==> config.mk <==
export PLATFORM = sky130hd
export DESIGN_NAME = priority_wait_queue_class_removal_unit
export DESIGN_NICKNAME = d
export VERILOG_FILES = /design/src/rtl/pwq_pkg.sv /design/src/rtl/pwq_ram.sv /design/src/rtl/pwq_match.sv /design/src/rtl/priority_wait_queue_class_removal_unit.sv
export VERILOG_INCLUDE_DIRS = /design/src /design/src/rtl
export SDC_FILE = /design/constraint.sdc
export NUM_CORES = 1
export LEC_CHECK = 0
export BUFFER_PORTS_ARGS = -buffer_cell sky130_fd_sc_hd__buf_2
export CAP_MARGIN = 15
export CORE_UTILIZATION = 50
export DETAILED_ROUTE_END_ITERATION = 8
export PLACE_DENSITY_LB_ADDON = 0.25
export SYNTH_ARGS = -nofsm -noshare
export SYNTH_HDL_FRONTEND = slang
export SYNTH_SLANG_ARGS = --single-unit
==> constraint.sdc <==
create_clock -name clk -period 7.8 [get_ports clk]
set_clock_uncertainty 0.05 [all_clocks]
set_input_delay 0 -clock clk [delete_from_list [all_inputs] [get_ports clk]]
set_output_delay 0 -clock clk [all_outputs]
set_load 0.01 [all_outputs]
==> src/rtl/priority_wait_queue_class_removal_unit_assert.svh <==
// Assertion macros shared by the priority wait queue RTL.
// Depends on a clock named clk and an active-low reset named rst_n in scope.
`ifndef PRIORITY_WAIT_QUEUE_CLASS_REMOVAL_UNIT_ASSERT_SVH
`define PRIORITY_WAIT_QUEUE_CLASS_REMOVAL_UNIT_ASSERT_SVH

// Check a property at every rising clock edge outside reset.
`define PWQ_ASSERT(label, prop, msg) \
    label: assert property (@(posedge clk) disable iff (!rst_n) (prop)) else $error(msg);

// Check that a condition implies a property in the following cycle.
`define PWQ_ASSERT_NEXT(label, cond, prop, msg) \
    label: assert property (@(posedge clk) disable iff (!rst_n) (cond) |=> (prop)) \
        else $error(msg);

`endif

==> src/rtl/pwq_pkg.sv <==
// Package for the priority wait queue: sizes, entry type, command and match codes.
// No dependencies; used by pwq_match and the top-level queue unit.
package pwq_pkg;

    localparam int CAPACITY = 16;
    localparam int IDX_W    = $clog2(CAPACITY);
    localparam int CNT_W    = $clog2(CAPACITY + 1);
    localparam int NAME_W   = 64;
    localparam int PRIO_W   = 4;
    localparam int COUNT_W  = 5;

    localparam logic CMD_INSERT = 1'b0;
    localparam logic CMD_REMOVE = 1'b1;

    localparam logic [PRIO_W-1:0] CLASS_LOW   = 4'd1;
    localparam logic [PRIO_W-1:0] CLASS_OTHER = 4'd2;

    localparam logic [1:0] MATCH_GE      = 2'd0;
    localparam logic [1:0] MATCH_LOW     = 2'd1;
    localparam logic [1:0] MATCH_NOT_ONE = 2'd2;

    typedef struct packed {
        logic [NAME_W-1:0] name;
        logic [PRIO_W-1:0] prio;
    } entry_t;

    typedef struct packed {
        logic [1:0]        mode;
        logic [PRIO_W-1:0] key;
        logic [PRIO_W-1:0] prio;
    } match_req_t;

endpackage

==> src/rtl/pwq_ram.sv <==
// Generic single-write, single-read RAM with registered read data.
// Standalone; holds the queue entries for the priority wait queue.
module pwq_ram #(
    parameter int WIDTH = 68,
    parameter int DEPTH = 16,
    parameter int AW    = $clog2(DEPTH)
) (
    input  logic             clk,
    input  logic             we,
    input  logic [AW-1:0]    waddr,
    input  logic [WIDTH-1:0] wdata,
    input  logic             re,
    input  logic [AW-1:0]    raddr,
    output logic [WIDTH-1:0] rdata
);

    logic [WIDTH-1:0] mem [DEPTH];
    logic [WIDTH-1:0] rdata_reg;

    always_ff @(posedge clk)
    begin
        if (we)
        begin
            mem[waddr] <= wdata;
        end
    end

    always_ff @(posedge clk)
    begin
        if (re)
        begin
            rdata_reg <= mem[raddr];
        end
    end

    assign rdata = rdata_reg;

endmodule

==> src/rtl/pwq_match.sv <==
// Shared priority compare unit used by the insert walk and the class scan.
// Depends on pwq_pkg for the match codes and the request struct.
module pwq_match (
    input  pwq_pkg::match_req_t req,
    output logic                hit
);
    import pwq_pkg::*;

    always_comb
    begin
        case (req.mode)
            MATCH_GE:      hit = (req.prio >= req.key);
            MATCH_LOW:     hit = (req.prio <= CLASS_LOW);
            MATCH_NOT_ONE: hit = (req.prio != CLASS_LOW);
            default:       hit = 1'b0;
        endcase
    end

endmodule

==> src/rtl/priority_wait_queue_class_removal_unit.sv <==
//  channel | direction | handshake           | fields
//  --------+-----------+---------------------+-------------------------------------------
//  in      | into      | in_valid / in_stall | cmd, name_code, priority_req
//  out     | out of    | out_valid/out_stall | ok, removed_name, removed_priority,
//          |           |                     | head_name, head_priority, is_empty, entry_count
//
// An insert walks down from the tail in ST_INS; a remove scans in ST_SCAN and shifts up in
// ST_SHIFT; rejected beats skip to ST_HEAD, where all read the head for ST_FIN to load.
// With the single RAM read port, one entry is read and one moved per cycle. in_stall is
// high from acceptance until the result is loaded. Reset clears the count and control, not
// the RAM. A held result register lets the next beat enter while the result waits.
// Depends on pwq_pkg, pwq_ram, pwq_match and the assertion header.
module priority_wait_queue_class_removal_unit (
    input  logic                       clk,
    input  logic                       rst_n,
    input  logic                       in_valid,
    output logic                       in_stall,
    input  logic                       cmd,
    input  logic [pwq_pkg::NAME_W-1:0] name_code,
    input  logic [pwq_pkg::PRIO_W-1:0] priority_req,
    output logic                       out_valid,
    input  logic                       out_stall,
    output logic                       ok,
    output logic [pwq_pkg::NAME_W-1:0] removed_name,
    output logic [pwq_pkg::PRIO_W-1:0] removed_priority,
    output logic [pwq_pkg::NAME_W-1:0] head_name,
    output logic [pwq_pkg::PRIO_W-1:0] head_priority,
    output logic                       is_empty,
    output logic [pwq_pkg::COUNT_W-1:0] entry_count
);
    import pwq_pkg::*;

    localparam logic [2:0] ST_IDLE  = 3'd0;
    localparam logic [2:0] ST_INS   = 3'd1;
    localparam logic [2:0] ST_SCAN  = 3'd2;
    localparam logic [2:0] ST_SHIFT = 3'd3;
    localparam logic [2:0] ST_HEAD  = 3'd4;
    localparam logic [2:0] ST_FIN   = 3'd5;

    localparam logic [CNT_W-1:0] CAP_CNT = CNT_W'(CAPACITY);
    localparam logic [CNT_W-1:0] ONE_CNT = CNT_W'(1);
    localparam logic [CNT_W-1:0] TWO_CNT = CNT_W'(2);

    logic [2:0]        state_reg, state_next;
    logic [CNT_W-1:0]  count_reg, count_next;
    logic [CNT_W-1:0]  k_reg, k_next;
    logic              cmd_reg, cmd_next;
    logic [NAME_W-1:0] name_reg, name_next;
    logic [PRIO_W-1:0] pr_reg, pr_next;
    logic              ok_work_reg, ok_work_next;
    entry_t            removed_reg, removed_next;

    logic              out_valid_reg, out_valid_next;
    logic              ok_reg;
    entry_t            removed_out_reg;
    entry_t            head_reg;
    logic              empty_reg;
    logic [CNT_W-1:0]  count_out_reg;
    logic              load_out;

    logic              accept;
    logic              we, re;
    logic [CNT_W-1:0]  waddr_full, raddr_full;
    entry_t            wdata;
    entry_t            rdata;
    logic [$bits(entry_t)-1:0] rdata_bits;
    match_req_t        mreq;
    logic              hit;
    logic [CNT_W+COUNT_W-1:0] count_ext;

    pwq_ram #(
        .WIDTH ($bits(entry_t)),
        .DEPTH (CAPACITY),
        .AW    (IDX_W)
    ) u_ram (
        .clk   (clk),
        .we    (we),
        .waddr (waddr_full[IDX_W-1:0]),
        .wdata (wdata),
        .re    (re),
        .raddr (raddr_full[IDX_W-1:0]),
        .rdata (rdata_bits)
    );

    assign rdata = entry_t'(rdata_bits);

    pwq_match u_match (
        .req (mreq),
        .hit (hit)
    );

    assign in_stall = (state_reg != ST_IDLE);
    assign accept   = in_valid && !in_stall;
    assign load_out = (state_reg == ST_FIN) && (!out_valid_reg || !out_stall);

    always_comb
    begin
        mreq.prio = rdata.prio;
        mreq.key  = pr_reg;
        if (cmd_reg == CMD_INSERT)
        begin
            mreq.mode = MATCH_GE;
        end
        else if (pr_reg == CLASS_LOW)
        begin
            mreq.mode = MATCH_LOW;
        end
        else
        begin
            mreq.mode = MATCH_NOT_ONE;
        end
    end

    always_comb
    begin
        state_next   = state_reg;
        count_next   = count_reg;
        k_next       = k_reg;
        cmd_next     = cmd_reg;
        name_next    = name_reg;
        pr_next      = pr_reg;
        ok_work_next = ok_work_reg;
        removed_next = removed_reg;
        we           = 1'b0;
        waddr_full   = k_reg;
        wdata        = rdata;
        re           = 1'b0;
        raddr_full   = '0;

        case (state_reg)
            ST_IDLE:
            begin
                re         = accept;
                raddr_full = (cmd == CMD_INSERT) ? (count_reg - ONE_CNT) : '0;
                if (accept)
                begin
                    cmd_next     = cmd;
                    name_next    = name_code;
                    pr_next      = priority_req;
                    ok_work_next = 1'b0;
                    removed_next = '0;
                    k_next       = '0;
                    if (cmd == CMD_INSERT)
                    begin
                        k_next     = count_reg;
                        state_next = (count_reg >= CAP_CNT) ? ST_HEAD : ST_INS;
                    end
                    else if (count_reg == '0 ||
                             (priority_req != CLASS_LOW && priority_req != CLASS_OTHER))
                    begin
                        state_next = ST_HEAD;
                    end
                    else
                    begin
                        state_next = ST_SCAN;
                    end
                end
            end

            ST_INS:
            begin
                // walk down from the tail; rdata holds entry k-1
                we         = 1'b1;
                waddr_full = k_reg;
                re         = 1'b1;
                raddr_full = k_reg - TWO_CNT;
                if (k_reg == '0 || hit)
                begin
                    wdata.name   = name_reg;
                    wdata.prio   = pr_reg;
                    count_next   = count_reg + ONE_CNT;
                    ok_work_next = 1'b1;
                    state_next   = ST_HEAD;
                end
                else
                begin
                    k_next = k_reg - ONE_CNT;
                end
            end

            ST_SCAN:
            begin
                // rdata holds entry k; read k+1 ahead
                re         = 1'b1;
                raddr_full = k_reg + ONE_CNT;
                if (hit)
                begin
                    removed_next = rdata;
                    ok_work_next = 1'b1;
                    if (k_reg + ONE_CNT >= count_reg)
                    begin
                        count_next = count_reg - ONE_CNT;
                        state_next = ST_HEAD;
                    end
                    else
                    begin
                        state_next = ST_SHIFT;
                    end
                end
                else if (k_reg + ONE_CNT >= count_reg)
                begin
                    state_next = ST_HEAD;
                end
                else
                begin
                    k_next = k_reg + ONE_CNT;
                end
            end

            ST_SHIFT:
            begin
                // rdata holds entry k+1; move it up into k
                we         = 1'b1;
                waddr_full = k_reg;
                re         = 1'b1;
                raddr_full = k_reg + TWO_CNT;
                k_next     = k_reg + ONE_CNT;
                if (k_reg + TWO_CNT >= count_reg)
                begin
                    count_next = count_reg - ONE_CNT;
                    state_next = ST_HEAD;
                end
            end

            ST_HEAD:
            begin
                re         = 1'b1;
                raddr_full = '0;
                state_next = ST_FIN;
            end

            ST_FIN:
            begin
                // hold rdata until the result register frees up
                if (load_out)
                begin
                    state_next = ST_IDLE;
                end
            end

            default:
            begin
                state_next = ST_IDLE;
            end
        endcase
    end

    always_comb
    begin
        out_valid_next = out_valid_reg;
        if (load_out)
        begin
            out_valid_next = 1'b1;
        end
        else if (out_valid_reg && !out_stall)
        begin
            out_valid_next = 1'b0;
        end
    end

    always_ff @(posedge clk or negedge rst_n)
    begin
        if (!rst_n)
        begin
            state_reg     <= ST_IDLE;
            count_reg     <= '0;
            out_valid_reg <= 1'b0;
        end
        else
        begin
            state_reg     <= state_next;
            count_reg     <= count_next;
            out_valid_reg <= out_valid_next;
        end
    end

    always_ff @(posedge clk)
    begin
        k_reg       <= k_next;
        cmd_reg     <= cmd_next;
        name_reg    <= name_next;
        pr_reg      <= pr_next;
        ok_work_reg <= ok_work_next;
        removed_reg <= removed_next;
        if (load_out)
        begin
            ok_reg          <= ok_work_reg;
            removed_out_reg <= removed_reg;
            head_reg        <= (count_reg != '0) ? rdata : '0;
            empty_reg       <= (count_reg == '0);
            count_out_reg   <= count_reg;
        end
    end

    assign count_ext = {{COUNT_W{1'b0}}, count_out_reg};

    assign out_valid        = out_valid_reg;
    assign ok               = ok_reg;
    assign removed_name     = removed_out_reg.name;
    assign removed_priority = removed_out_reg.prio;
    assign head_name        = head_reg.name;
    assign head_priority    = head_reg.prio;
    assign is_empty         = empty_reg;
    assign entry_count      = count_ext[COUNT_W-1:0];

`include "priority_wait_queue_class_removal_unit_assert.svh"

    `PWQ_ASSERT(a_count_bound, count_reg <= CAP_CNT, "stored count exceeds capacity")
    `PWQ_ASSERT(a_ins_index, state_reg != ST_INS || k_reg <= count_reg, "bad insert index")
    `PWQ_ASSERT(a_shift_index, state_reg != ST_SHIFT || k_reg + ONE_CNT < count_reg, "bad shift index")
    `PWQ_ASSERT(a_empty_flag, !out_valid_reg || empty_reg == (count_out_reg == '0), "bad empty flag")
    `PWQ_ASSERT_NEXT(a_load_exits, load_out, state_reg == ST_IDLE && out_valid_reg, "stuck after load")

endmodule
Yosys cells after proc, flatten, opt, wreduce, memory -nomap -nowiden --
Memories as Yosys holds them, arrays and structs flattened. A register that Yosys moved wholly into a read port is not among the register bits. Cells that the tools add are included.
Storage, ports and cells: RAM bits 1088, register bits after elaboration 295, memory bits (read-only) 0, bits of input ports 73, word-level logic and storage cells 121, latch bits 0, memories kept 1, output and inout port bits 145
Cells by class: multipliers 0, equality and inequality tests 21, $add $sub $neg 6, muxes and demuxes 42, $lt $le $gt $ge 5, bitwise logic cells 0, shifts and indexed selects 0, divide/modulo/power cells 0, reduce and logical (&&, ||, !) cells 29
Memory list:
- u_ram.mem | words 16, bits a word 68, read ports 1, clocked after Yosys merged registers in 1, write ports 1, line pwq_ram.sv:17 | logic [WIDTH-1:0] mem [DEPTH];
Operators by type and width (number):
- $mux W68 | 4
- $pmux W68 S2 | 1
- $mux W5 | 9
- $mux W3 | 10
- $pmux W5 S4 | 1
- $ne A2 B2 Y1 const B | 9
- $pmux W3 S6 | 1
- $pmux W4 S4 | 1
- $pmux W5 S3 | 1
- $reduce_and A5 Y1 | 3
- $add A5 B1 Y5 const B | 2
- $ge A5 B5 Y1 | 2
- $logic_not A5 Y1 | 2
- $sub A5 B1 Y5 const B | 2
- $reduce_bool A3 Y1 | 3
- $mux W1 | 8
- $ne A4 B1 Y1 const B | 2
- $eq A3 B2 Y1 const B | 2
- $eq A3 B3 Y1 const B | 2
- $pmux W1 S3 | 2
- $add A5 B2 Y5 const B | 1
- $ge A5 B5 Y1 const B | 1
- $reduce_bool A5 Y1 | 1
- $eq A4 B1 Y1 const B | 1
- 23 further kinds | 32

Logic depth before layout (Yosys ltp) --
depth after elaboration 8, depth in mapped cells 12, depth with buffers taken out 9

Modules after synthesis --
A second synthesis with hierarchy kept.
Second synthesis, totals: cells, all modules 2472, area, all modules 54634.9 um2
Modules (own cells, without submodules):
- pwq_ram | times used 1, cells an instance 1750, area an instance 42659.7 um2, sequential area each 34713.3 um2
- priority_wait_queue_class_removal_unit | times used 1, cells an instance 705, area an instance 11852.6 um2, sequential area each 8813.5 um2
- pwq_match | times used 1, cells an instance 17, area an instance 122.6 um2, sequential area each 0.0 um2

Worst setup path after synthesis --
OpenSTA, ideal clock, no wires.
kind flip-flop to flip-flop, from reg state_reg[0], to reg count_out_reg[0] (netlist: entry_count[0]) (enable), library setup time 0.693 ns, clock period less this slack 8.598 ns, data required time 7.057 ns, arrival time 7.856 ns, buffers on the path 2, cell stages (with the launch flop) 5, slack -0.798 ns, path through dfrtp_1 > buf_2 > clkbuf_1 > nand3b_1 > a21oi_1
Between the ends: cells in the longest elaborated chain, start to end 2
Ends and longest elaborated chain:
- start, declared | line priority_wait_queue_class_removal_unit.sv:44 | logic [2:0] state_reg, state_next;
- start signal, assigned | line priority_wait_queue_class_removal_unit.sv:271 | state_reg <= state_next;
- $eq A3 B3 Y1 | line priority_wait_queue_class_removal_unit.sv:94 | assign load_out = (state_reg == ST_FIN) && (!out_valid_reg || !out_stall);
- $logic_and A1 B1 Y1 | line priority_wait_queue_class_removal_unit.sv:94
- via load_out | line priority_wait_queue_class_removal_unit.sv:59 | logic load_out;
- end signal, assigned | line priority_wait_queue_class_removal_unit.sv:291 | count_out_reg <= count_reg;
- end, declared | line priority_wait_queue_class_removal_unit.sv:58 | logic [CNT_W-1:0] count_out_reg;
The timed path passes the listed nets, and every way through them passes these cells. A chain may end at the register's enable or synchronous reset.

Worst setup path in the final report --
from reg state_reg[0], to mem u_ram.mem[11][27] (enable)
Between the ends: cells in the longest elaborated chain, start to end 5, elaborated cells between the ends (all ways) 6, those cells by class 2 x eq/ne; 3 x mux; 1 x reduce/logical
Ends and longest elaborated chain:
- $eq A3 B2 Y1 / $eq A3 B1 Y1 (equally long branches) | line priority_wait_queue_class_removal_unit.sv:130 | case (state_reg)
- $reduce_or A2 Y1 (no source line) (*)
- $mux W1 (*) | line priority_wait_queue_class_removal_unit.sv:130
- $mux W1 (*) | line pwq_ram.sv:22 | if (we)
- $mux W1 (not written as such) (*) | line pwq_ram.sv:24 | mem[waddr] <= wdata;
- end, declared | line pwq_ram.sv:17
Mark *: on every way between the ends. The rest lies on a longest branch, timed or not.

==> summary.txt <==
Outcome
  • Outcome: completed

Global routing
  • First-pass GRT wire length: 213000 µm
  • Gr usage total: 24.7%
  • Remaining global-route overflow: 0
  • Largest net degree at the start of global routing: 152
  • Vias in the first global route: 33800
  • Initial antenna violation count: 0

Final layout
  • Final Core Density: 58.2%
  • Area occupied by multi-input gates: 12300 µm²
  • Post-Layout Inst Area: 65600 µm²
  • Reg area: 43500 µm²
  • Max reg flops: 1088
  • ANT cells: 0
  • Synthesis-to-layout area growth: 15.2%
  • Filler Cell Count: 8742
  • Final #Nets: 4510
  • Layout cells sized above 1: 14.5%

Detailed routing
  • Vias per inst: 5.73
  • Post-DRT Antenna Nets: 0
  • DR vias: 34600
  • Residual DRC count: 0
  • DR pass1 iterations: 6
  • Final WL: 143000 µm
  • Iter 0 DRT Violations: 4028
  • WL/cell: 23.7 µm

Yosys
  • Ys Warns: 0
  • Syn_nets: 4185
  • Commonest cells in the netlist: 1442 x edfxtp_1, 1007 x nand2_1, 493 x nand3_1
  • Prevailing post-synth register cell: edfxtp_1
  • Fraction of registers with async set/reset: 0.620%
  • Post-synth EDFFs: 1442
  • Mapped Cells: 4088
  • Synth Area per Inst: 13.9 µm²
  • Post-synth cell types: 65
  • Synth top area cells: edfxtp_1 76%, nand2_1 6.6%, nand3_1 4.3%, a21oi_1 2.2%, nor4_2 1.5%
  • Share of the yosys chip area belonging to registers: 76.5%
  • Synth area leader: edfxtp_1
  • Synth top area share: 76.1%
  • Most common cell in the netlist: edfxtp_1
  • Post-synthesis register bit count: 1451
  • Synthesized cell area: 56900 µm²

Clock tree
  • Reg clk slew, reported paths: 0.06 ns
  • H-tree Lvls: 4
  • Number of buffers created by CTS: 152
  • # hold bufs at CTS: 141
  • Clk Latency, worst-skew pair: 0.76 ns
  • Number of setup buffers added after CTS: 0
  • Clock root cell: clkbuf_16
  • Number of gates resized after cts: 0
  • CTS sink count: 1451
  • CTS tree: done
  • Deepest clock path buffer count: 3

Pwr
  • Worst vdd ir: 0.380 mV
  • Pwr Total: 27.1 mW
  • LEAKAGE: 22.5 nW
  • PwrDens: 413 nW/µm²

Worst setup path
  • Worst setup path class: flip-flop to flip-flop
  • Worst Path Max Fanout: 29
  • WP data required: 8.12 ns
  • Critical Path Source Type: flip-flop
  • Crit path capture type: flip-flop
  • R2r worst-path depth: 5
  • CP arrival: 4.60 ns

Timing
  • Worst-Margin Slew: 1.18 ns
  • Setup-failing EPs final: 0
  • Tcrit/Tclk final: 54.8%
  • RSZ-0062 raised after global routing: no
  • Setup TNS: 0 ns
  • Fmax: 234 MHz
  • Hold Fails Final Rpt: 0
  • Slew Viols, Final: 0
  • Relative slew margins: 21.1%
  • Fin worst setup slack: 3.53 ns
  • Crit path time final: 4.27 ns

Floorplan
  • Die Wd: 339 µm
  • Initial Util: 50.5%
  • Core area: 113000 µm²
  • Die Area: 115000 µm²
  • DIE HEIGHT: 339 µm
  • Row count: 123
  • Top Ports: 218

Placement
  • HPWL Detailed: 70100 µm
  • Post-Place Worst Slack: 3.51 ns
  • GPL Wtd Cong: 0.838
  • Placed Area: 59400 µm²
  • I/O Buffers: 217

Hold path
  • Worst hold path class: input pin to flip-flop
  • Cell count of the worst hold path: 4

Flow run
  • Max cap viols: 0
-- cell usage in the layout (no fill, tap or decap), types with 60 or more instances in the layout --
cell / count
nor2_1: 68
dlygate4sd3_1: 141
a21oi_1: 253
clkbuf_16: 159
nand2_1: 1004
buf_2: 217
and2_1: 68
nor2b_1: 69
mux2_2: 60
edfxtp_1: 1442
nor3_1: 141
nand3_1: 492
nor4_2: 67
-- kinds of logic after synthesis --
kind of cell	after synthesis	share of synthesized area (%)
and+or+nand+nor	1960	16.2
DFF	1451	76.5
AOI/OAI and AO/OA	306	2.93
buffers and inverters	261	2.29
muxes	71	1.40
adders and majority gates	24	0.528
xor gates and xnor gates	15	0.231
-- metal layers --
layer | GRT usage (%) | vias to the layer above | wire [µm]
met2 | 41.3 | 1485 | 70800
li1 | - | 15600 | -
met1 | 33.7 | 17300 | 58500
met5 | 0 | - | 0
met4 | 7.44 | 0 | 3280
met3 | 3.38 | 234 | 9980
-- worst max-delay path, stage by stage (launching register included) --
cell and delay [ns]:
dfrtp_1 0.87, nor2b_1 0.66, nand2_1 0.41, nor2_4 0.70, buf_4 0.56, buf_4 0.60
-- final timing paths --
kind	startpoint	endpoint	slack, ns
setup / recovery	state_reg[0]	u_ram.mem[11][27]	3.53
hold / removal	out_stall	out_valid	0.07
setup reg to reg	state_reg[0]	u_ram.mem[11][27]	3.53
hold reg to reg	removed_reg[45]	removed_name[41]	0.36
max in group asynchronous	rst_n	state_reg[2]	7.17
min in group asynchronous	rst_n	out_valid	0.19
-- through the flow --
| step | hold slack (ns) | std cells |
|---|---|---|
| 2_1_floorplan | -0.346 | 4088 |
| 3_3_place_gp | -0.174 | 5618 |
| 3_5_place_dp | -0.176 | 5618 |
| 4_1_cts | 0.0380 | 6028 |
| 5_1_grt | 0.104 | 6028 |
| 6_report | 0.0694 | 6028 |
-- where the power goes --
group,switching [mW],leakage [nW],total (mW),internal (mW)
Combinational,6.09,6.96,8.38,2.30
Clock,2.94,2.36,7.00,4.06
Sequential,0.548,13.2,11.7,11.2
Total,9.57,22.5,27.1,17.5
-- final cells by class --
type | count | share of cell area, %
Tap cell | 1500 | 2.86
Inverter | 14 | 0.0801
Timing Repair Buffer | 418 | 4.57
Sequential cell | 1451 | 66.4
Clock buffer | 188 | 6.26
Clock inverter | 81 | 1.05
Multi-Input combinational cell | 2376 | 18.8
Power figures use the tool's default switching activity.
